**src/sv/rcd_pkg.sv**
```systemverilog
`default_nettype none
package rcd_pkg;

  localparam int MAX_WIDTH  = 1024;
  localparam int MAX_HEIGHT = 1024;

  localparam int COL_W      = $clog2(MAX_WIDTH);
  localparam int ROW_W      = $clog2(MAX_HEIGHT);
  localparam int CFG_DIM_W  = 11;
  localparam int CNT_W      = 4;
  localparam int PIX_W      = 8;
  localparam int OUT_COL_W  = 10;
  localparam int OUT_ROW_W  = 10;
  localparam int ADDR_W     = 4;
  localparam int DATA_W     = 32;
  localparam int NB_COUNT   = 8;

  localparam logic [PIX_W-1:0]     BORDER_VALUE      = 8'd255;
  localparam logic [CFG_DIM_W-1:0] RESET_WIDTH       = 11'd1024;
  localparam logic [CFG_DIM_W-1:0] RESET_HEIGHT      = 11'd1024;
  localparam logic [CNT_W-1:0]     RESET_MIN_COUNT   = 4'd5;

  typedef enum logic [1:0] {
    REG_FRAME_WIDTH  = 2'd0,
    REG_FRAME_HEIGHT = 2'd1,
    REG_MIN_COUNT    = 2'd2
  } reg_index_t;

  typedef struct packed {
    logic [PIX_W-1:0] pixel;
    logic             frame_start;
  } pix_t;

  typedef struct packed {
    logic [OUT_COL_W-1:0] out_col;
    logic [OUT_ROW_W-1:0] out_row;
    logic [PIX_W-1:0]     out_value;
    logic                 last;
  } res_t;

  typedef struct packed {
    logic [COL_W:0] width;
    logic [ROW_W:0] height;
    logic [CNT_W-1:0] min_count;
  } cfg_t;

  typedef struct packed {
    logic [COL_W-1:0] col;
    logic [ROW_W-1:0] row;
    logic [PIX_W-1:0] px;
    logic [PIX_W-1:0] top;
    logic [PIX_W-1:0] mid;
  } stage_t;

  typedef struct packed {
    logic first_valid;
    res_t first;
    logic second_valid;
    res_t second;
  } pair_t;

endpackage
`default_nettype wire

```
**src/sv/rcd_out.sv**
```systemverilog
`default_nettype none
module rcd_out import rcd_pkg::*; (
  input  logic  clk,
  input  logic  rst,
  input  logic  stage_valid,
  input  pair_t pair,
  output logic  commit,
  output logic  res_valid,
  input  logic  res_ready,
  output res_t  res_data
);

  logic pend_valid;
  res_t pend_data;
  logic can_take;

  assign can_take = !res_valid || (res_ready && !pend_valid);
  assign commit   = stage_valid && can_take;

  always_ff @(posedge clk) begin
    if (rst) begin
      res_valid  <= 1'b0;
      pend_valid <= 1'b0;
    end else if (commit) begin
      res_valid  <= pair.first_valid;
      pend_valid <= pair.second_valid;
    end else if (res_valid && res_ready) begin
      res_valid  <= pend_valid;
      pend_valid <= 1'b0;
    end
  end

  always_ff @(posedge clk) begin
    if (commit) begin
      res_data  <= pair.first;
      pend_data <= pair.second;
    end else if (res_valid && res_ready) begin
      res_data  <= pend_data;
    end
  end

endmodule
`default_nettype wire

```
**config.mk**
```make
export PLATFORM = sky130hd
export DESIGN_NAME = rcd_out
export DESIGN_NICKNAME = d
export VERILOG_FILES = /design/src/sv/rcd_pkg.sv /design/src/sv/rcd_out.sv
export SDC_FILE = /design/constraint.sdc
export NUM_CORES = 1
export LEC_CHECK = 0
export BUFFER_PORTS_ARGS = -buffer_cell sky130_fd_sc_hd__clkbuf_2
export CAP_MARGIN = 20
export CORE_MARGIN = 2
export CORE_UTILIZATION = 45
export CTS_CLUSTER_SIZE = 10
export DETAILED_ROUTE_END_ITERATION = 8
export HOLD_SLACK_MARGIN = 0.15
export PLACE_DENSITY_LB_ADDON = 0.3
export RECOVER_POWER = 100
export SYNTH_ARGS = -nofsm -noshare
export SYNTH_HDL_FRONTEND = slang
export SYNTH_SLANG_ARGS = --single-unit
```
**constraint.sdc**
```tcl
create_clock -name clk -period 1.8 [get_ports clk]
set_input_delay 0.27 -clock clk [delete_from_list [all_inputs] [get_ports clk]]
set_output_delay 0.27 -clock clk [all_outputs]
set_load 0.05 [all_outputs]
```
==> impl_metrics.json <==
{
  "detail-route-antenna-nets": 0,
  "grt_max_degree": 31,
  "drc_errors": 0,
  "start_util": 0.461,
  "p_comb_frac": 0.155,
  "numCtsBuffers": 9,
  "nets": 303,
  "gr-usage-all-layers": 0.166,
  "multi_input_area_um2": 405,
  "p_leak_nw": 1.28,
  "power_frac_seq": 0.516,
  "hold_path_depth": 3,
  "rsz0062_at_grt": "false",
  "rr_endpoint": "res_data[26]",
  "fin_tns_setup_ns": 0,
  "area_delta_synth_final_pct": 37.6,
  "hold_start": "pair[59]",
  "pwr-share-clk": 0.329,
  "syn_nets": 167,
  "path_clk_slew_ns": 0.06,
  "cp-end-kind": "primary output",
  "coreArea_mm2": 0.00507,
  "grt_pass1_vias": 1484,
  "drive_gt1_frac": 0.355,
  "fp.dieH_um": 76.1,
  "synth_top_area_frac": 0.745,
  "clock-root-buffer": "clkbuf_8",
  "drt-wirelength-per-cell_um": 14.7,
  "n_antenna_cell": 0,
  "syn_inst": 103,
  "io_buffers": 94,
  "timing.rr.start": "pend_valid",
  "cp_max_fo": 3,
  "cts_tree": "yes",
  "final_area_mm2": 0.00322,
  "fp-row-count": 26,
  "syn_area_mm2": 0.00234,
  "tightest_slew_ns": 0.710,
  "grt_pass1_wl_mm": 7.10,
  "skew_ns": 0.00587,
  "hold_viol": 0,
  "clk_latency_ns": 0.32,
  "viasPerCell": 4.45,
  "post-route-min-period_ns": 1.65,
  "dieArea_mm2": 0.00579,
  "ys_types": 13,
  "place_area_mm2": 0.00291,
  "maxCapViolCount": 0,
  "p_total_w": 0.00327,
  "wl_mm": 4.58,
  "p_int_w": 0.00244,
  "io_pins": 95,
  "path_class": "register to primary output",
  "synth_warnings": 0,
  "ir_worst_vdd_uv": 509,
  "relSlewSlack": 0.527,
  "synthTopCellsByCount": "58 x edfxtp_1, 29 x mux2_4, 3 x buf_6, 3 x inv_1, 2 x dfxtp_1",
  "startpoint_type": "register",
  "die_width_um": 76.1,
  "outcome": "finished clean",
  "holdWs_ns": 0.177,
  "min_to": "res_valid",
  "reg2reg_slack_ns": 0.20,
  "gp_congestion": 0.728,
  "r2r_cells": 4,
  "setup-violations-final": 0,
  "clock.fmax_mhz": 606,
  "finalCritPeriodShare": 0.916,
  "globalRoute.totalOverflow": 0,
  "cts_max_level": 3,
  "switching_share": 0.254,
  "hpwl_mm": 2.97,
  "report.final.slew_viol_count": 0,
  "regArea_mm2": 0.00178,
  "ys_seq_elements": 60,
  "synth_edf_count": 58,
  "yosysMostFrequentCell": "edfxtp_1",
  "antenna_found_initial": 0,
  "cts.sinks": 60,
  "synthFlopType": "edfxtp_1",
  "syn_avg_cell_area_um2": 22.7,
  "yosysTopAreaCell": "edfxtp_1",
  "p_per_area_mw_per_mm2": 1020,
  "fill_cells": 421,
  "synthArstFlopShare": 0,
  "vias": 1388,
  "critPathRequiredTime_ns": 1.53,
  "crit_arrival_ns": 1.38,
  "cts_resized": 0,
  "yosys-top-cells-area": "edfxtp_1 75%, mux2_4 19%, dfxtp_1 1.7%",
  "drtPass1Iterations": 4,
  "drtIter0Drc": 57,
  "clk_path_buf_depth": 2,
  "power_switching_w": 0.000831,
  "hp-class": "primary input to register",
  "synth-seq-area-share": 0.762
}
==> metal layers <==
metal | routed length (um) | GRT usage
met5 | 0 | 0
met4 | 112 | 0.0945
met3 | 271 | 0.0462
met2 | 2430 | 0.296
met1 | 1760 | 0.177
==> registers in the layout, summed over array words and instances, names as in the netlist <==
signal      flops
res_valid       1
pend_valid      1
res_data       29
pend_data      29
==> logic make-up after synthesis <==
logic type / count (synthesis) / synth area share
AOI/OAI and AO/OA: 3 / 0.0134
buffers and inverters: 6 / 0.0193
DFF: 60 / 0.762
muxes: 30 / 0.191
and+or+nand+nor: 4 / 0.0139
==> layout by cell type, fill, tap and decap left out <==
cell type	Yosys	routed
a21oi_1	1	1
a41o_1	1	1
bufinv_16	0	1
clkbuf_1	0	31
clkbuf_2	0	67
clkbuf_4	0	1
clkbuf_8	0	9
clkinv_1	0	2
clkinv_2	0	1
clkinvlp_4	0	1
dfxtp_1	2	2
dlygate4sd3_1	0	30
edfxtp_1	58	58
inv_1	3	1
inv_2	0	1
mux2_1	0	26
mux2_2	1	1
mux2_4	29	3
nand2_1	1	1
nor2b_1	0	1
nor3b_1	1	1
o21ai_4	1	1
or2b_1	1	1
==> critical path, stage by stage (launching register included) <==
cell and delay, ns:
dfxtp_1 0.32, nor2b_1 0.25, o21ai_4 0.11, clkinvlp_4 0.10
clkbuf_2 0.28
==> layout make-up <==
class / instances / share of cell area
Timing Repair Buffer: 128 / 0.235
Inverter: 3 / 0.00467
Clock buffer: 10 / 0.0397
Clock inverter: 4 / 0.0132
Tap cell: 70 / 0.0272
Sequential cell: 60 / 0.554
Multi-Input combinational cell: 37 / 0.126
==> per-stage QoR <==
stage               cells  setup WS (ns)  utilization
floorplan             103        -0.0652            -
CTS                   312         0.0770        0.666
detailed placement    268          0.234        0.574
finish                312          0.150        0.634
global route          312         0.0659        0.634
global placement      268          0.268        0.574
==> repair_timing <==
item / in CTS / in global routing
buffers inserted: 0 / 0
hold endpoints to repair: 30 / 0
setup endpoints to repair: 0 / 0
hold buffers: 30 / 0
==> power groups by stage <==
| stage | combinational, W | clock [W] | sequential, W |
|---|---|---|---|
| floorplan | 0.000174 | 0 | 0.00192 |
| global placement | 0.000523 | 0 | 0.00171 |
| detailed placement | 0.000533 | 0 | 0.00172 |
| CTS | 0.000585 | 0.00110 | 0.00169 |
| global route | 0.000537 | 0.00117 | 0.00170 |
| finish | 0.000507 | 0.00107 | 0.00169 |
==> worst max path at each step <==
stage / start / to / cells past startpoint
finish: pend_valid / commit / 4
global placement: res_ready / res_data[5] / 5
detailed placement: res_ready / res_data[1] / 5
CTS: pend_valid / commit / 4
floorplan: res_valid / pend_data[0] / 4
global route: pend_valid / commit / 4
Power figures use the tool's default switching activity.
