<file path="config.mk">
export PLATFORM = sky130hd
export DESIGN_NAME = rcd_cfg
export DESIGN_NICKNAME = d
export VERILOG_FILES = /design/src/sv/rcd_pkg.sv /design/src/sv/rcd_cfg.sv
export SDC_FILE = /design/constraint.sdc
export NUM_CORES = 1
export LEC_CHECK = 0
export BUFFER_PORTS_ARGS = -buffer_cell sky130_fd_sc_hd__buf_2
export CAP_MARGIN = 40
export CORE_UTILIZATION = 46
export CTS_CLUSTER_SIZE = 20
export DETAILED_ROUTE_END_ITERATION = 8
export GPL_TIMING_DRIVEN = 0
export PLACE_DENSITY_LB_ADDON = 0.15
export SETUP_SLACK_MARGIN = 0.02
export SYNTH_ARGS = -nofsm -noshare
export SYNTH_HDL_FRONTEND = slang
export SYNTH_SLANG_ARGS = --single-unit
</file>
<file path="constraint.sdc">
create_clock -name clk -period 2.3 [get_ports clk]
set_input_delay 0.115 -clock clk [delete_from_list [all_inputs] [get_ports clk]]
set_output_delay 0.115 -clock clk [all_outputs]
set_load 0.03 [all_outputs]
</file>
<file path="src/sv/rcd_pkg.sv">
`default_nettype none
package rcd_pkg;

  localparam int MAX_WIDTH  = 1024;
  localparam int MAX_HEIGHT = 1024;

  localparam int COL_W      = $clog2(MAX_WIDTH);
  localparam int ROW_W      = $clog2(MAX_HEIGHT);
  localparam int CFG_DIM_W  = 11;
  localparam int CNT_W      = 4;
  localparam int PIX_W      = 8;
  localparam int OUT_COL_W  = 10;
  localparam int OUT_ROW_W  = 10;
  localparam int ADDR_W     = 4;
  localparam int DATA_W     = 32;
  localparam int NB_COUNT   = 8;

  localparam logic [PIX_W-1:0]     BORDER_VALUE      = 8'd255;
  localparam logic [CFG_DIM_W-1:0] RESET_WIDTH       = 11'd1024;
  localparam logic [CFG_DIM_W-1:0] RESET_HEIGHT      = 11'd1024;
  localparam logic [CNT_W-1:0]     RESET_MIN_COUNT   = 4'd5;

  typedef enum logic [1:0] {
    REG_FRAME_WIDTH  = 2'd0,
    REG_FRAME_HEIGHT = 2'd1,
    REG_MIN_COUNT    = 2'd2
  } reg_index_t;

  typedef struct packed {
    logic [PIX_W-1:0] pixel;
    logic             frame_start;
  } pix_t;

  typedef struct packed {
    logic [OUT_COL_W-1:0] out_col;
    logic [OUT_ROW_W-1:0] out_row;
    logic [PIX_W-1:0]     out_value;
    logic                 last;
  } res_t;

  typedef struct packed {
    logic [COL_W:0] width;
    logic [ROW_W:0] height;
    logic [CNT_W-1:0] min_count;
  } cfg_t;

  typedef struct packed {
    logic [COL_W-1:0] col;
    logic [ROW_W-1:0] row;
    logic [PIX_W-1:0] px;
    logic [PIX_W-1:0] top;
    logic [PIX_W-1:0] mid;
  } stage_t;

  typedef struct packed {
    logic first_valid;
    res_t first;
    logic second_valid;
    res_t second;
  } pair_t;

endpackage
`default_nettype wire

</file>
<file path="src/sv/rcd_cfg.sv">
`default_nettype none
module rcd_cfg import rcd_pkg::*; (
  input  logic              clk,
  input  logic              rst,
  input  logic              psel,
  input  logic              penable,
  input  logic              pwrite,
  input  logic [ADDR_W-1:0] paddr,
  input  logic [DATA_W-1:0] pwdata,
  output logic [DATA_W-1:0] prdata,
  output cfg_t              cfg
);

  logic [CFG_DIM_W-1:0] frame_width;
  logic [CFG_DIM_W-1:0] frame_height;
  logic [CNT_W-1:0]     min_count;
  logic                 wr_en;
  reg_index_t           idx;

  assign wr_en = psel && penable && pwrite;
  assign idx   = reg_index_t'(paddr[3:2]);

  always_ff @(posedge clk) begin
    if (rst) begin
      frame_width  <= RESET_WIDTH;
      frame_height <= RESET_HEIGHT;
      min_count    <= RESET_MIN_COUNT;
    end else if (wr_en) begin
      case (idx)
        REG_FRAME_WIDTH:  frame_width  <= pwdata[CFG_DIM_W-1:0];
        REG_FRAME_HEIGHT: frame_height <= pwdata[CFG_DIM_W-1:0];
        REG_MIN_COUNT:    min_count    <= pwdata[CNT_W-1:0];
        default: ;
      endcase
    end
  end

  always_comb begin
    case (idx)
      REG_FRAME_WIDTH:  prdata = DATA_W'(frame_width);
      REG_FRAME_HEIGHT: prdata = DATA_W'(frame_height);
      REG_MIN_COUNT:    prdata = DATA_W'(min_count);
      default:          prdata = '0;
    endcase
  end

  // clamp to 1..max
  always_comb begin
    if (frame_width == '0) begin
      cfg.width = (COL_W+1)'(1);
    end else if (32'(frame_width) >= 32'(MAX_WIDTH)) begin
      cfg.width = (COL_W+1)'(MAX_WIDTH);
    end else begin
      cfg.width = (COL_W+1)'(frame_width);
    end
    if (frame_height == '0) begin
      cfg.height = (ROW_W+1)'(1);
    end else if (32'(frame_height) >= 32'(MAX_HEIGHT)) begin
      cfg.height = (ROW_W+1)'(MAX_HEIGHT);
    end else begin
      cfg.height = (ROW_W+1)'(frame_height);
    end
    cfg.min_count = min_count;
  end

endmodule
`default_nettype wire

</file>
==> flow_summary_export.csv <==
group,metric,value,unit
clock_tree,ctsHoldBuffers,0,
sta,tightest_slew,0.585,ns
clock_tree,cts_setup_buffers,0,
floorplan,die_w,61.4,um
logic_synthesis,synth-seq-cells,26,
clock_tree,cts_buffer_depth,2,
worst_setup_path,startpoint,"frame_width[10]",
grt,grt_pass1_wl,5780,um
pwr,p_seq_frac,0.529,
worst_setup_path,crit_required,2.18,ns
floorplan,die_area,3770,um^2
floorplan,die_h,61.4,um
sta,fin_ws,0.567,ns
clock_tree,tritoncts,"built",
sta,slew_headroom,0.607,
place,numPlacedInstances,307,
logic_synthesis,synth_cell_types,20,
worst_setup_path,endpoint_kind,"primary output",
sta,rsz0062_at_grt,"false",
pwr,p_sw_frac,0.288,
final_layout,drive_gt1_frac,0.313,
final_layout,finalInstanceArea,2050,um^2
floorplan,ios,99,
final_layout,instances_no_fill,311,
final_layout,syn2layout_area_growth,26.4,%
worst_setup_path,start_kind,"flip-flop",
sta,finClkSkew,0,ns
worst_setup_path,cp_max_fo,10,
logic_synthesis,syn_inst,189,
logic_synthesis,syn_area,1620,um^2
run,maxCapViolations,0,
worst_setup_path,rrSetupSlack,1.17,ns
logic_synthesis,syn_avg_cell_area,8.59,um^2
floorplan,core,3360,um^2
detailed_routing,drtIter0Drc,23,
sta,drv_slew,0,
clock_tree,path_clk_slew,0.14,ns
pwr,p_int,0.623,mW
sta,finalSetupViolations,0,
place,hpwl,2770,um
worst_hold_path,min_from,"pwdata[10]",
grt,antenna_found_initial,0,
detailed_routing,antenna_left,0,
place,globalplace.congestion,0.802,
pwr,comb_power_share,0.205,
clock_tree,clockRootBuffer,"clkbuf_4",
sta,fmax,0.577,GHz
detailed_routing,drc_errors,0,
floorplan,start_util,0.483,
worst_setup_path,reg2reg_from,"frame_width[10]",
pwr,p_sw,0.251,mW
detailed_routing,firstDrtPassIters,5,
pwr,power_leakage,1.03,nW
worst_setup_path,crit_type,"flip-flop to primary output",
place,place_ws,0.975,ns
pwr,vdd_drop_max,0.000295,V
detailed_routing,finalWirelength,3690,um
grt,overflow,0,
place,placed_area,2020,um^2
floorplan,rows,21,
logic_synthesis,ys_warn_count,0,
logic_synthesis,yosysSeqAreaShare,0.321,
final_layout,n_fill_cell,336,
sta,post-route-period-util,0.753,
detailed_routing,vias,1409,
detailed_routing,routedWlPerCell,11.9,um
grt,grt_pass1_vias,1175,
clock_tree,insertion_delay,0.32,ns
grt,grt_start_max_net_pins,15,
worst_hold_path,hold_path_class,"input port to flip-flop",
sta,hold_viol_final,0,
clock_tree,cts_max_level,1,
detailed_routing,via_per_inst,4.53,
pwr,p_clk_frac,0.266,
grt,grt_usage,0.215,
final_layout,antenna_cells,0,
place,io_buffers,52,
pwr,p_per_area,426,nW/um^2
worst_setup_path,cp.arrival,1.62,ns
sta,post-route-min-period,1.73,ns
sta,setup_tns,0,ns
clock_tree,cts.sinks,26,
clock_tree,cts_buffers,3,
clock_tree,post_cts_resized,0,
final_layout,final_net_count,307,
status,outcome,"completed",
cells by family after synthesis:
kind of cell           count (synthesis)  share of synthesized area
AO/OA/AOI/OAI                          6                     0.0200
buffers and inverters                 35                      0.135
flip-flops                            26                      0.321
multiplexers                          37                      0.228
other                                  1                    0.00231
AND/OR/NAND/NOR                       84                      0.294
area by class of cell:
cell class	instances	area, um^2	share of cell area
Clock buffer	4	36.3	0.0177
Sequential cell	26	520	0.254
Multi-Input combinational cell	148	958	0.467
Tap cell	46	57.6	0.0280
Buffer	35	219	0.107
Timing Repair Buffer	52	260	0.127
sequential cells by signal, indices dropped and copies added (netlist names):
signal,count
frame_height,11
frame_width,11
min_count,4
path summary, 6_finish.rpt:
| path | end | depth (start not counted) |
|---|---|---|
| worst min-delay path | frame_height[10] | 3 |
| worst min register to register | min_count[1] | 2 |
| worst max-delay path | prdata[10] | 4 |
| worst max register to register | frame_width[10] | 3 |
power by group through the flow:
stage	clock network (mW)	registers, mW	logic (mW)
2_1_floorplan	0	0.472	0.141
3_3_place_gp	0	0.472	0.177
3_5_place_dp	0	0.472	0.178
4_1_cts	0.237	0.462	0.179
5_1_grt	0.264	0.464	0.197
6_report	0.233	0.462	0.179
synth_stat cells:
library cell  instances  area (um^2)
or3b_1                1         8.76
nand3_2               1         10.0
nor3_1                3         15.0
clkbuf_1              9         33.8
or3_1                 1         6.26
buf_4                22          165
nor2b_1              18          113
nand2b_1             32          200
o21ai_0               4         20.0
buf_2                 4         20.0
a31oi_1               2         12.5
and2b_1               1         7.51
conb_1                1         3.75
nor2_1               18         67.6
dfxtp_1              26          521
nand4_1               1         6.26
nand2_1               4         15.0
mux2i_1              37          370
nor4_1                2         12.5
nor3b_1               2         15.0
layout by cell type, fill, tap and decap left out, drive strengths merged:
cell / count
a31oi: 2
and2b: 1
buf: 78
clkbuf: 13
conb: 21
dfxtp: 26
mux2i: 37
nand2: 4
nand2b: 32
nand3: 1
nand4: 1
nor2: 18
nor2b: 18
nor3: 3
nor3b: 2
nor4: 2
o21ai: 4
or3: 1
or3b: 1
metal layers:
metal  part of all wire  wire length [um]  track usage  up-vias
met1               0.48              1760        0.304      634
met4             0.0051                19       0.0571        0
met3              0.050               184       0.0252        2
met2               0.47              1730        0.348       44
li1                   -                 -            -      729
met5                  0                 0            0        -
per-stage QoR:
stage               utilization  hold slack, ns  power, mW
detailed placement        0.599           0.381      0.650
CTS                       0.610          0.0425      0.878
global route              0.610          0.0487      0.924
global placement          0.599           0.395      0.649
floorplan                     -           0.282      0.613
finish                    0.610          0.0499      0.874
worst max-delay path, cell delays in order, from the launching register on:
cell	delay [ns]
dfxtp_1	0.39
clkbuf_1	0.45
mux2i_1	0.15
nor2_1	0.11
buf_2	0.20
Note: power is estimated with default switching activity, not from simulation.
