==> config.mk <==
export PLATFORM = sky130hd
export DESIGN_NAME = rcd_core
export DESIGN_NICKNAME = d
export VERILOG_FILES = /design/src/sv/rcd_pkg.sv /design/src/sv/rcd_core.sv
export SDC_FILE = /design/constraint.sdc
export NUM_CORES = 1
export LEC_CHECK = 0
export ABC_AREA = 1
export BUFFER_PORTS_ARGS = -buffer_cell sky130_fd_sc_hd__buf_2
export CAP_MARGIN = 20
export CELL_PAD_IN_SITES_DETAIL_PLACEMENT = 1
export CELL_PAD_IN_SITES_GLOBAL_PLACEMENT = 1
export CORE_ASPECT_RATIO = 1.25
export CORE_MARGIN = 4
export CORE_UTILIZATION = 25
export CTS_BUF_LIST = sky130_fd_sc_hd__clkbuf_8
export CTS_CLUSTER_SIZE = 12
export DETAILED_ROUTE_END_ITERATION = 7
export PLACE_DENSITY = 0.53
export SLEW_MARGIN = 10
export SYNTH_ARGS = -nofsm -noshare
export SYNTH_HDL_FRONTEND = slang
export SYNTH_SLANG_ARGS = --single-unit
export TNS_END_PERCENT = 1
==> constraint.sdc <==
create_clock -name clk -period 28.1 [get_ports clk]
set_input_delay 2.81 -clock clk [delete_from_list [all_inputs] [get_ports clk]]
set_output_delay 2.81 -clock clk [all_outputs]
set_load 0.05 [all_outputs]
==> src/sv/rcd_pkg.sv <==
`default_nettype none
package rcd_pkg;

  localparam int MAX_WIDTH  = 1024;
  localparam int MAX_HEIGHT = 1024;

  localparam int COL_W      = $clog2(MAX_WIDTH);
  localparam int ROW_W      = $clog2(MAX_HEIGHT);
  localparam int CFG_DIM_W  = 11;
  localparam int CNT_W      = 4;
  localparam int PIX_W      = 8;
  localparam int OUT_COL_W  = 10;
  localparam int OUT_ROW_W  = 10;
  localparam int ADDR_W     = 4;
  localparam int DATA_W     = 32;
  localparam int NB_COUNT   = 8;

  localparam logic [PIX_W-1:0]     BORDER_VALUE      = 8'd255;
  localparam logic [CFG_DIM_W-1:0] RESET_WIDTH       = 11'd1024;
  localparam logic [CFG_DIM_W-1:0] RESET_HEIGHT      = 11'd1024;
  localparam logic [CNT_W-1:0]     RESET_MIN_COUNT   = 4'd5;

  typedef enum logic [1:0] {
    REG_FRAME_WIDTH  = 2'd0,
    REG_FRAME_HEIGHT = 2'd1,
    REG_MIN_COUNT    = 2'd2
  } reg_index_t;

  typedef struct packed {
    logic [PIX_W-1:0] pixel;
    logic             frame_start;
  } pix_t;

  typedef struct packed {
    logic [OUT_COL_W-1:0] out_col;
    logic [OUT_ROW_W-1:0] out_row;
    logic [PIX_W-1:0]     out_value;
    logic                 last;
  } res_t;

  typedef struct packed {
    logic [COL_W:0] width;
    logic [ROW_W:0] height;
    logic [CNT_W-1:0] min_count;
  } cfg_t;

  typedef struct packed {
    logic [COL_W-1:0] col;
    logic [ROW_W-1:0] row;
    logic [PIX_W-1:0] px;
    logic [PIX_W-1:0] top;
    logic [PIX_W-1:0] mid;
  } stage_t;

  typedef struct packed {
    logic first_valid;
    res_t first;
    logic second_valid;
    res_t second;
  } pair_t;

endpackage
`default_nettype wire

==> src/sv/rcd_core.sv <==
`default_nettype none
module rcd_core import rcd_pkg::*; (
  input  logic   clk,
  input  cfg_t   cfg,
  input  stage_t stage,
  input  logic   commit,
  output pair_t  pair
);

  logic [PIX_W-1:0] win [0:5];
  logic [PIX_W-1:0] nb  [0:NB_COUNT-1];
  logic [PIX_W-1:0] me;
  logic [PIX_W-1:0] mx;
  logic [CNT_W-1:0] cnt;
  logic             centre_en;
  logic             border;
  res_t             centre_res;
  res_t             border_res;

  always_ff @(posedge clk) begin
    if (commit) begin
      win[0] <= win[3];
      win[1] <= win[4];
      win[2] <= win[5];
      win[3] <= stage.top;
      win[4] <= stage.mid;
      win[5] <= stage.px;
    end
  end

  assign nb[0] = win[0];
  assign nb[1] = win[1];
  assign nb[2] = win[2];
  assign nb[3] = win[3];
  assign nb[4] = win[5];
  assign nb[5] = stage.top;
  assign nb[6] = stage.mid;
  assign nb[7] = stage.px;
  assign me    = win[4];

  always_comb begin
    cnt = '0;
    mx  = '0;
    for (int i = 0; i < NB_COUNT; i++) begin
      cnt = cnt + CNT_W'(nb[i] <= me);
      if (nb[i] > mx) begin
        mx = nb[i];
      end
    end
  end

  assign centre_en = (stage.col >= COL_W'(2)) && (stage.row >= ROW_W'(2)) &&
                     ({1'b0, stage.col} < cfg.width) &&
                     ({1'b0, stage.row} < cfg.height);
  assign border    = (stage.col == '0) || (stage.row == '0) ||
                     (({1'b0, stage.col} + (COL_W+1)'(1)) >= cfg.width) ||
                     (({1'b0, stage.row} + (ROW_W+1)'(1)) >= cfg.height);

  always_comb begin
    centre_res.out_col   = OUT_COL_W'(stage.col - COL_W'(1));
    centre_res.out_row   = OUT_ROW_W'(stage.row - ROW_W'(1));
    centre_res.out_value = (cnt >= cfg.min_count) ? me : mx;
    centre_res.last      = !border;
    border_res.out_col   = OUT_COL_W'(stage.col);
    border_res.out_row   = OUT_ROW_W'(stage.row);
    border_res.out_value = BORDER_VALUE;
    border_res.last      = 1'b1;
  end

  // delayed centre goes out ahead of the arriving border pixel
  always_comb begin
    pair.first_valid  = centre_en || border;
    pair.first        = centre_en ? centre_res : border_res;
    pair.second_valid = centre_en && border;
    pair.second       = border_res;
  end

endmodule
`default_nettype wire

==> impl_metrics.env, run 1 <==
export IMPL_route_detailed_drc=0
export IMPL_fp_dieH_microns=200.6
export IMPL_reg2reg_to="win[1][0]"
export IMPL_critPathLaunchType="flip-flop"
export IMPL_gr_usage_met1=0.1717
export IMPL_vias=6888
export IMPL_finalHoldViolCount=0
export IMPL_hold_buffers=0
export IMPL_postRouteAntennaNets=0
export IMPL_power_leakage_nw=4.338
export IMPL_tightest_slew_ns=1.005
export IMPL_syn_avg_cell_area_sq_um=7.611
export IMPL_min_from="win[5][0]"
export IMPL_cts_made_buffers=5
export IMPL_p_seq_frac=0.114
export IMPL_htree_levels=2
export IMPL_viasPerCell=4.686
export IMPL_rrSetupSlack_ns=27.13
export IMPL_rows=70
export IMPL_ir_drop_mv=0.09321
export IMPL_port_buffers=122
export IMPL_grt_max_degree=49
export IMPL_syn2layout_area_growth_pct=13.35
export IMPL_start_util=0.2537
export IMPL_grt_pass1_vias=7480
export IMPL_critPathMaxStageDelay_ns=0.78
export IMPL_critPathCaptureType="output port"
export IMPL_syn_cell_area_sq_um=7421
export IMPL_finalSetupTns_ns=0
export IMPL_clockBufferDepth=2
export IMPL_setup_viol=0
export IMPL_setup_worst_path_class="flip-flop to output port"
export IMPL_pwr_share_comb=0.816
export IMPL_largest_reg_flops=48
export IMPL_cts_tree="done"
export IMPL_regMostFlops="win"
export IMPL_drt_iter0_drc=196
export IMPL_critPathMaxFanout=16
export IMPL_fill_cells=3695
export IMPL_ys_flop_type="edfxtp_1"
export IMPL_nets=1319
export IMPL_slew_headroom=0.3254
export IMPL_p_switching_mw=0.4955
export IMPL_core_sq_um=29250
export IMPL_fp_dieW_microns=162.1
export IMPL_final_area_sq_um=8412
export IMPL_io_pins=132
export IMPL_crit_slowest_cell="o21ai_1"
export IMPL_place_congestion=0.8008
export IMPL_whs_endpoint="win[2][0]"
export IMPL_top_regs="win x48"
export IMPL_place_area_sq_um=8297
export IMPL_num_antenna_cells=0
export IMPL_root_buffer="clkbuf_8"
export IMPL_critPathMostFrequentCell="nand2_1"
export IMPL_grt_met3_usage=0.02300
export IMPL_grt_use_met2=0.3152
export IMPL_status="completed"
export IMPL_synth_async_reset_ratio=0
export IMPL_grt_overflow=0
export IMPL_finalMaxSlewViolations=0
export IMPL_hold_depth=0
export IMPL_synth_edff_count=48
export IMPL_reg2reg_depth=0
export IMPL_groute_usage_overall=0.1569
export IMPL_antenna_found_initial=4
export IMPL_clk_pin_slew_ns=0.12
export IMPL_hold_class="flip-flop to flip-flop"
export IMPL_internal_power_mw=0.3180
export IMPL_crit_required_ns=25.29
export IMPL_reg2reg_from="win[4][0]"
export IMPL_pwr_share_clk=0.070
export IMPL_totalWireLength_microns=25690
export IMPL_period_minus_slack_ns=14.26
export IMPL_seq_area_frac_synth=0.1942
export IMPL_cts_resized=0
export IMPL_cts_setup_buffers=0
export IMPL_die_area_sq_um=32520
export IMPL_drv_cap=0
export IMPL_drt_pass1_iter_count=4
export IMPL_busiest_layer="met2"
export IMPL_drive_gt1_frac=0.1611
export IMPL_synth_cell_types=43
export IMPL_synth_cells=975
export IMPL_postLayoutCoreUtil=0.2876
export IMPL_wl_per_cell_microns=17.48
export IMPL_fin_crit_sh=0.5075
export IMPL_powerDensity_nw_per_um2=96.71
export IMPL_clock_latency_ns=0.32
export IMPL_arrival_ns=11.45
export IMPL_ys_ff_latch=48
export IMPL_hpwl_microns=21960
export IMPL_grt_first_pass_wirelength_microns=40500
export IMPL_rsz0062_at_grt="no"
export IMPL_swShare=0.6091
export IMPL_skew_ns=0.009452
export IMPL_clock_sinks=48
export IMPL_yosysWarningCount=0
export IMPL_fmax_mhz=70.12
## kinds of logic (layout without fill, tap and decap cells)
| kind of cell | after synthesis | count (layout) | synth area share |
|---|---|---|---|
| AOI/OAI and AO/OA | 172 | 172 | 0.1322 |
| xor gates and xnor gates | 30 | 30 | 0.03541 |
| adders and majority gates | 174 | 174 | 0.2974 |
| buffers and inverters | 192 | 283 | 0.1135 |
| DFF | 48 | 48 | 0.1942 |
| other | 1 | 9 | 0.0005053 |
| and+or+nand+nor | 358 | 358 | 0.2268 |
## per-layer routing
metal  share of wire  wire, microns
met5          0.0019             49
met4           0.016            402
met3           0.034            872
met2            0.55          14010
met1            0.40          10360
## stage by stage
stage	worst slack (ns)	power [mW]	instances	hold WS (ns)
after floorplan	16.11	0.5924	983	0.4264
after global placement	14.17	0.7658	1462	0.4322
after detailed placement	14.17	0.7700	1462	0.4376
after CTS	13.75	0.8307	1470	0.4650
after global routing	12.66	0.9064	1470	0.4859
final	13.84	0.8135	1470	0.4648
## cells in the mapped netlist (all sizes together) (11+ instances only)
library cell  number  share of area
ha               170           0.29
nor2              44          0.023
buf               35          0.034
o21ai             61          0.041
o21a              16          0.016
nand2            207           0.12
a21oi             67          0.045
inv              151          0.076
nor3              11         0.0074
xor2              28          0.033
nand3             59          0.040
nand4             17          0.019
edfxtp            48           0.19
## worst max path at each step
stage          depth (start not counted)  startpoint  slack (ns)        to
3_3_place_gp                          59   win[1][7]       14.17  pair[31]
3_5_place_dp                          59   win[1][7]       14.17  pair[31]
4_1_cts                               59   win[1][7]       13.75  pair[31]
2_1_floorplan                         62   win[1][7]       16.11  pair[37]
6_report                              59   win[1][7]       13.84  pair[32]
5_1_grt                               59   win[1][7]       12.66  pair[31]
## final cells by class
cell class | instances | area [sq um] | area share
Multi-Input combinational cell | 743 | 5167 | 0.6143
Sequential cell | 48 | 1441 | 0.1714
Timing Repair Buffer | 124 | 625.6 | 0.07437
Inverter | 151 | 566.8 | 0.06738
Tap cell | 396 | 495.5 | 0.05890
Clock buffer | 5 | 68.82 | 0.008181
Clock inverter | 3 | 46.29 | 0.005503
## power groups by stage
stage	clock, mW	combinational [mW]	sequential [mW]
2_1_floorplan	0	0.502	0.0901
3_3_place_gp	0	0.671	0.0946
3_5_place_dp	0	0.675	0.0946
4_1_cts	0.0580	0.680	0.0929
5_1_grt	0.0608	0.752	0.0935
6_report	0.0567	0.664	0.0927
## critical path, delay by kind of cell (launching register included)
kind / cells / cell delay (ns)
AO/OA/AOI/OAI: 13 / 4.34
AND/OR/NAND/NOR: 32 / 3.20
adder cells (fa/ha/maj): 7 / 2.32
buffers and inverters: 7 / 0.75
flip-flops: 1 / 0.45
## placed cells by master (no fill, tap or decap), types with 11 or more instances in the layout
master	count
nand2_2	20
xor2_1	28
nor3_1	11
nand4_1	13
nand3_1	58
ha_1	170
edfxtp_1	48
inv_1	146
buf_2	122
a21oi_1	67
nand2_1	181
o21ai_0	60
nor2_1	41
o21a_1	16
Note: power is estimated with default switching activity, not from simulation.
==> run 2, diff against run 1 <==
Settings changed: PLACE_DENSITY 0.53 to 0.55.
Clock period 28.1 ns to 11.95 ns, I/O delays scaled along.
==> run 2 against run 1 <==
  * Critical path type unchanged
  * Wire length decreased by 2.0%
  * Critical path depth fell by 3
  * Hold slack got worse by 0.0084 ns
  * Clock skew increased by 0.0093 ns
  * First-iteration DRC count decreased by 0.51%
  * Combinational power rose by 140%
  * Sequential power increased by 140%
  * Sequential share of layout area is 0.23 points lower
  * Via count rose by 0.77%
  * Die area unchanged
  * Clock power grew to 2.6 times the previous value
==> impl_metrics.env, run 2 (synthesis gave the netlist of run 1 again) <==
export IMPL_route_detailed_drc=0
export IMPL_core_sq_um=29250
export IMPL_antenna_found_initial=4
export IMPL_place_congestion=0.8366
export IMPL_fmax_mhz=91.36
export IMPL_drt_pass1_iter_count=4
export IMPL_grt_pass1_vias=7438
export IMPL_crit_slowest_cell="edfxtp_1"
export IMPL_port_buffers=122
export IMPL_internal_power_mw=0.7952
export IMPL_groute_usage_overall=0.1535
export IMPL_hold_class="flip-flop to flip-flop"
export IMPL_clock_sinks=48
export IMPL_arrival_ns=9.75
export IMPL_finalMaxSlewViolations=0
export IMPL_crit_required_ns=10.76
export IMPL_rows=70
export IMPL_tightest_slew_ns=0.6964
export IMPL_drive_gt1_frac=0.1727
export IMPL_fp_dieW_microns=162.1
export IMPL_cts_tree="done"
export IMPL_powerDensity_nw_per_um2=231.6
export IMPL_p_seq_frac=0.111
export IMPL_cp_num_buf_inv=4
export IMPL_critPathMaxFanout=16
export IMPL_pwr_share_clk=0.076
export IMPL_critPathLaunchType="flip-flop"
export IMPL_clk_pin_slew_ns=0.11
export IMPL_drt_iter0_drc=195
export IMPL_nets=1322
export IMPL_status="completed"
export IMPL_io_pins=132
export IMPL_clock_latency_ns=0.32
export IMPL_power_leakage_nw=4.383
export IMPL_grt_overflow=0
export IMPL_grt_first_pass_wirelength_microns=39760
export IMPL_postLayoutCoreUtil=0.2914
export IMPL_critPathCaptureType="output port"
export IMPL_postRouteAntennaNets=0
export IMPL_largest_reg_flops=48
export IMPL_place_ws_ns=0.03450
export IMPL_skew_ns=0.01878
export IMPL_p_switching_mw=1.179
export IMPL_die_area_sq_um=32520
export IMPL_fin_ws_ns=1.005
export IMPL_root_buffer="clkbuf_8"
export IMPL_vias=6941
export IMPL_final_common_cell="nand2_1"
export IMPL_regMostFlops="win"
export IMPL_fill_cells=3668
export IMPL_fin_crit_sh=0.9159
export IMPL_crit_family="simple AND/OR/NAND/NOR gates"
export IMPL_final_cell_mix="nand2_1 (181), ha_1 (170), inv_1 (146)"
export IMPL_drv_cap=0
export IMPL_placedCellCount=1463
export IMPL_critPathMostFrequentCell="nand2_1"
export IMPL_viasPerCell=4.709
export IMPL_ir_drop_mv=0.1484
export IMPL_critPathMaxStageDelay_ns=0.46
export IMPL_multiInputGateArea_sq_um=5233
export IMPL_pwr_share_comb=0.813
export IMPL_period_minus_slack_ns=10.95
export IMPL_setup_viol=0
export IMPL_slew_headroom=0.5314
export IMPL_clockBufferDepth=2
export IMPL_hold_slack_ns=0.4564
export IMPL_fin_cells=1474
export IMPL_syn2layout_area_growth_pct=14.87
export IMPL_grt_max_degree=49
export IMPL_wl_per_cell_microns=17.08
export IMPL_seq_area_sq_um=1441
export IMPL_start_util=0.2537
export IMPL_finalHoldViolCount=0
export IMPL_top_regs="win x48"
export IMPL_fp_dieH_microns=200.6
export IMPL_htree_levels=2
export IMPL_hpwl_microns=21650
export IMPL_cts_made_buffers=5
export IMPL_totalWireLength_microns=25180
export IMPL_swShare=0.5972
export IMPL_setup_worst_path_class="flip-flop to output port"
-- run 2: worst paths after layout --
check,start,endpoint,slack (ns),depth (start not counted)
hold reg to reg,win[3][0],win[0][0],0.46,0
setup reg to reg,win[4][0],win[1][0],10.96,0
setup / recovery,win[1][7],pair[37],1.00,56
hold / removal,win[3][0],win[0][0],0.46,0
-- run 2: layout make-up --
| cell class | instances | area share |
|---|---|---|
| Inverter | 151 | 0.06649 |
| Sequential cell | 48 | 0.1691 |
| Tap cell | 396 | 0.05812 |
| Multi-Input combinational cell | 743 | 0.6138 |
| Clock buffer | 5 | 0.008073 |
| Antenna cell | 1 | 0.0002936 |
| Timing Repair Buffer | 127 | 0.07603 |
| Clock inverter | 3 | 0.008073 |
-- run 2: power groups by stage --
stage / Clock (mW) / Sequential, mW / Combinational, mW
3_5_place_dp: 0 / 0.223 / 1.60
2_1_floorplan: 0 / 0.212 / 1.18
5_1_grt: 0.160 / 0.220 / 1.83
6_report: 0.150 / 0.219 / 1.61
4_1_cts: 0.152 / 0.219 / 1.62
3_3_place_gp: 0 / 0.223 / 1.58
-- run 2: repair_timing --
action                     CTS  global route
hold buffers                 0             0
gates resized for setup      6            20
pin swaps                    0             3
setup endpoints to repair    8             8
setup buffers                0             2
-- run 2: routing by layer --
layer	wire length, microns	GRT usage	up-vias
li1	-	-	3482
met1	10270	0.1748	3308
met2	13560	0.2986	114
met3	767	0.01931	31
met4	554	0.03717	6
met5	23	0	-
-- run 2: metrics by stage --
stage	total power [mW]	area [sq um]	setup TNS (ns)
6_report	1.974	8524	0
2_1_floorplan	1.393	7451	0
4_1_cts	1.987	8446	0
3_5_place_dp	1.823	8304	0
3_3_place_gp	1.803	8304	0
5_1_grt	2.206	8522	-0.04068
==> run 3, diff against run 2 <==
Settings changed: CTS_BUF_LIST sky130_fd_sc_hd__clkbuf_8 to sky130_fd_sc_hd__clkbuf_4 sky130_fd_sc_hd__clkbuf_8, PLACE_DENSITY 0.55 to unset, PLACE_DENSITY_LB_ADDON set to 0.2.
==> run 3 against run 2 <==
  * Design area down 1.2%
  * Non-clock buffer count down 1
  * Clock power down 34%
  * Clock skew down 0.0069 ns
  * Largest power group unchanged
  * Highest routed layer unchanged
==> impl_metrics.env, run 3 (synthesis gave the netlist of run 1 again) <==
export IMPL_ir_drop_mv=0.2861
export IMPL_hold_class="flip-flop to flip-flop"
export IMPL_core_sq_um=29250
export IMPL_fp_dieW_microns=162.1
export IMPL_syn2layout_area_growth_pct=13.54
export IMPL_p_seq_frac=0.113
export IMPL_fp_dieH_microns=200.6
export IMPL_final_area_sq_um=8426
export IMPL_hpwl_microns=21650
export IMPL_rows=70
export IMPL_cts_setup_buffers=0
export IMPL_hold_depth=0
export IMPL_finalMaxSlewViolations=0
export IMPL_finalSetupTns_ns=0
export IMPL_finalHoldViolCount=0
export IMPL_grt_first_pass_wirelength_microns=39230
export IMPL_clk_pin_slew_ns=0.10
export IMPL_cts_tree="done"
export IMPL_wl_met3_microns=612
export IMPL_critPathCaptureType="output port"
export IMPL_antenna_found_initial=2
export IMPL_critPathMaxFanout=16
export IMPL_drv_cap=0
export IMPL_drive_gt1_frac=0.1647
export IMPL_num_antenna_cells=0
export IMPL_dr_wl_met2_microns=13970
export IMPL_setup_viol=0
export IMPL_pwr_share_comb=0.835
export IMPL_fin_cells=1471
export IMPL_place_area_sq_um=8312
export IMPL_crit_required_ns=10.76
export IMPL_grt_max_degree=49
export IMPL_root_buffer="clkbuf_8"
export IMPL_clock_sinks=48
export IMPL_swShare=0.6081
export IMPL_fin_crit_sh=0.9164
export IMPL_vias=6808
export IMPL_final_cell_mix="nand2_1 (181), ha_1 (170), inv_1 (146)"
export IMPL_start_util=0.2537
export IMPL_crit_slowest_cell="edfxtp_1"
export IMPL_p_switching_mw=1.171
export IMPL_totalWireLength_microns=25110
export IMPL_fmax_mhz=91.32
export IMPL_groute_usage_overall=0.1523
export IMPL_skew_ns=0.01192
export IMPL_placedCellCount=1464
export IMPL_critPathLaunchType="flip-flop"
export IMPL_io_pins=132
export IMPL_die_area_sq_um=32520
export IMPL_slew_headroom=0.5328
export IMPL_internal_power_mw=0.7543
export IMPL_drt_pass1_iter_count=4
export IMPL_postRouteAntennaNets=0
export IMPL_grt_overflow=0
export IMPL_clock_latency_ns=0.31
export IMPL_pwr_share_clk=0.052
export IMPL_powerDensity_nw_per_um2=228.4
export IMPL_htree_levels=2
export IMPL_postLayoutCoreUtil=0.2880
export IMPL_cts_made_buffers=5
export IMPL_drt_iter0_drc=162
export IMPL_highest_layer="met5"
export IMPL_top_regs="win x48"
export IMPL_place_congestion=0.8084
export IMPL_period_minus_slack_ns=10.95
export IMPL_status="completed"
export IMPL_grt_pass1_vias=7363
export IMPL_nets=1321
export IMPL_final_common_cell="nand2_1"
export IMPL_hold_buffers=0
export IMPL_total_power_mw=1.925
export IMPL_port_buffers=122
export IMPL_setup_worst_path_class="flip-flop to output port"
export IMPL_tightest_slew_ns=0.6944
export IMPL_critPathMaxStageDelay_ns=0.45
export IMPL_wl_per_cell_microns=17.07
export IMPL_fill_cells=3734
export IMPL_clockBufferDepth=2
export IMPL_route_detailed_drc=0
export IMPL_largest_reg_flops=48
export IMPL_viasPerCell=4.628
export IMPL_met1Wirelength_microns=10240
export IMPL_reg2reg_depth=0
export IMPL_critPathMostFrequentCell="nand2_1"
export IMPL_power_leakage_nw=4.342
export IMPL_arrival_ns=9.76
export IMPL_regMostFlops="win"
[run 3: worst max-delay path, delay by kind of cell (launching register included)]
| kind | cells | cell delay, ns |
|---|---|---|
| fa+ha+maj | 7 | 2.18 |
| buf+inv | 4 | 0.51 |
| simple gates | 29 | 3.07 |
| flops | 1 | 0.45 |
| compound gates | 16 | 3.21 |
[run 3: layout make-up]
class | instances | area [sq um] | share of cell area
Sequential cell | 48 | 1441 | 0.1711
Tap cell | 396 | 495.5 | 0.05881
Clock inverter | 2 | 12.51 | 0.001485
Multi-Input combinational cell | 743 | 5200 | 0.6172
Timing Repair Buffer | 126 | 640.6 | 0.07603
Clock buffer | 5 | 68.82 | 0.008168
Inverter | 151 | 566.8 | 0.06727
[run 3: per-layer routing]
layer,GRT usage,up-vias
li1,-,3469
met1,0.1688,3211
met2,0.3091,105
met3,0.01746,19
met4,0.02448,4
met5,0,-
[run 3: through the flow]
step / setup slack, ns / hold WS [ns]
6_report: 0.9993 / 0.4578
3_3_place_gp: 0.4206 / 0.4476
5_1_grt: -0.0003793 / 0.4885
3_5_place_dp: 0.3885 / 0.4407
2_1_floorplan: 1.573 / 0.4264
4_1_cts: 0.02858 / 0.4641
[run 3: worst paths after layout]
kind                                start         to  slack (ns)
worst max register to register  win[4][0]  win[1][0]       10.98
worst min register to register  win[3][0]  win[0][0]        0.46
worst max-delay path            win[1][7]   pair[34]         1.0
worst min-delay path            win[3][0]  win[0][0]        0.46
[run 3: what timing repair did]
action,in CTS,in global routing
gates cloned,0,0
endpoints found under the setup margin,7,8
resized for setup,1,13
endpoints found under the hold margin,0,0
[run 3: power groups by stage]
| stage | Clock (mW) | Sequential (mW) | Combinational, mW |
|---|---|---|---|
| floorplan | 0 | 0.212 | 1.18 |
| detailed placement | 0 | 0.222 | 1.62 |
| finish | 0.0997 | 0.218 | 1.61 |
| global route | 0.110 | 0.220 | 1.83 |
| global placement | 0 | 0.223 | 1.60 |
| CTS | 0.104 | 0.219 | 1.63 |
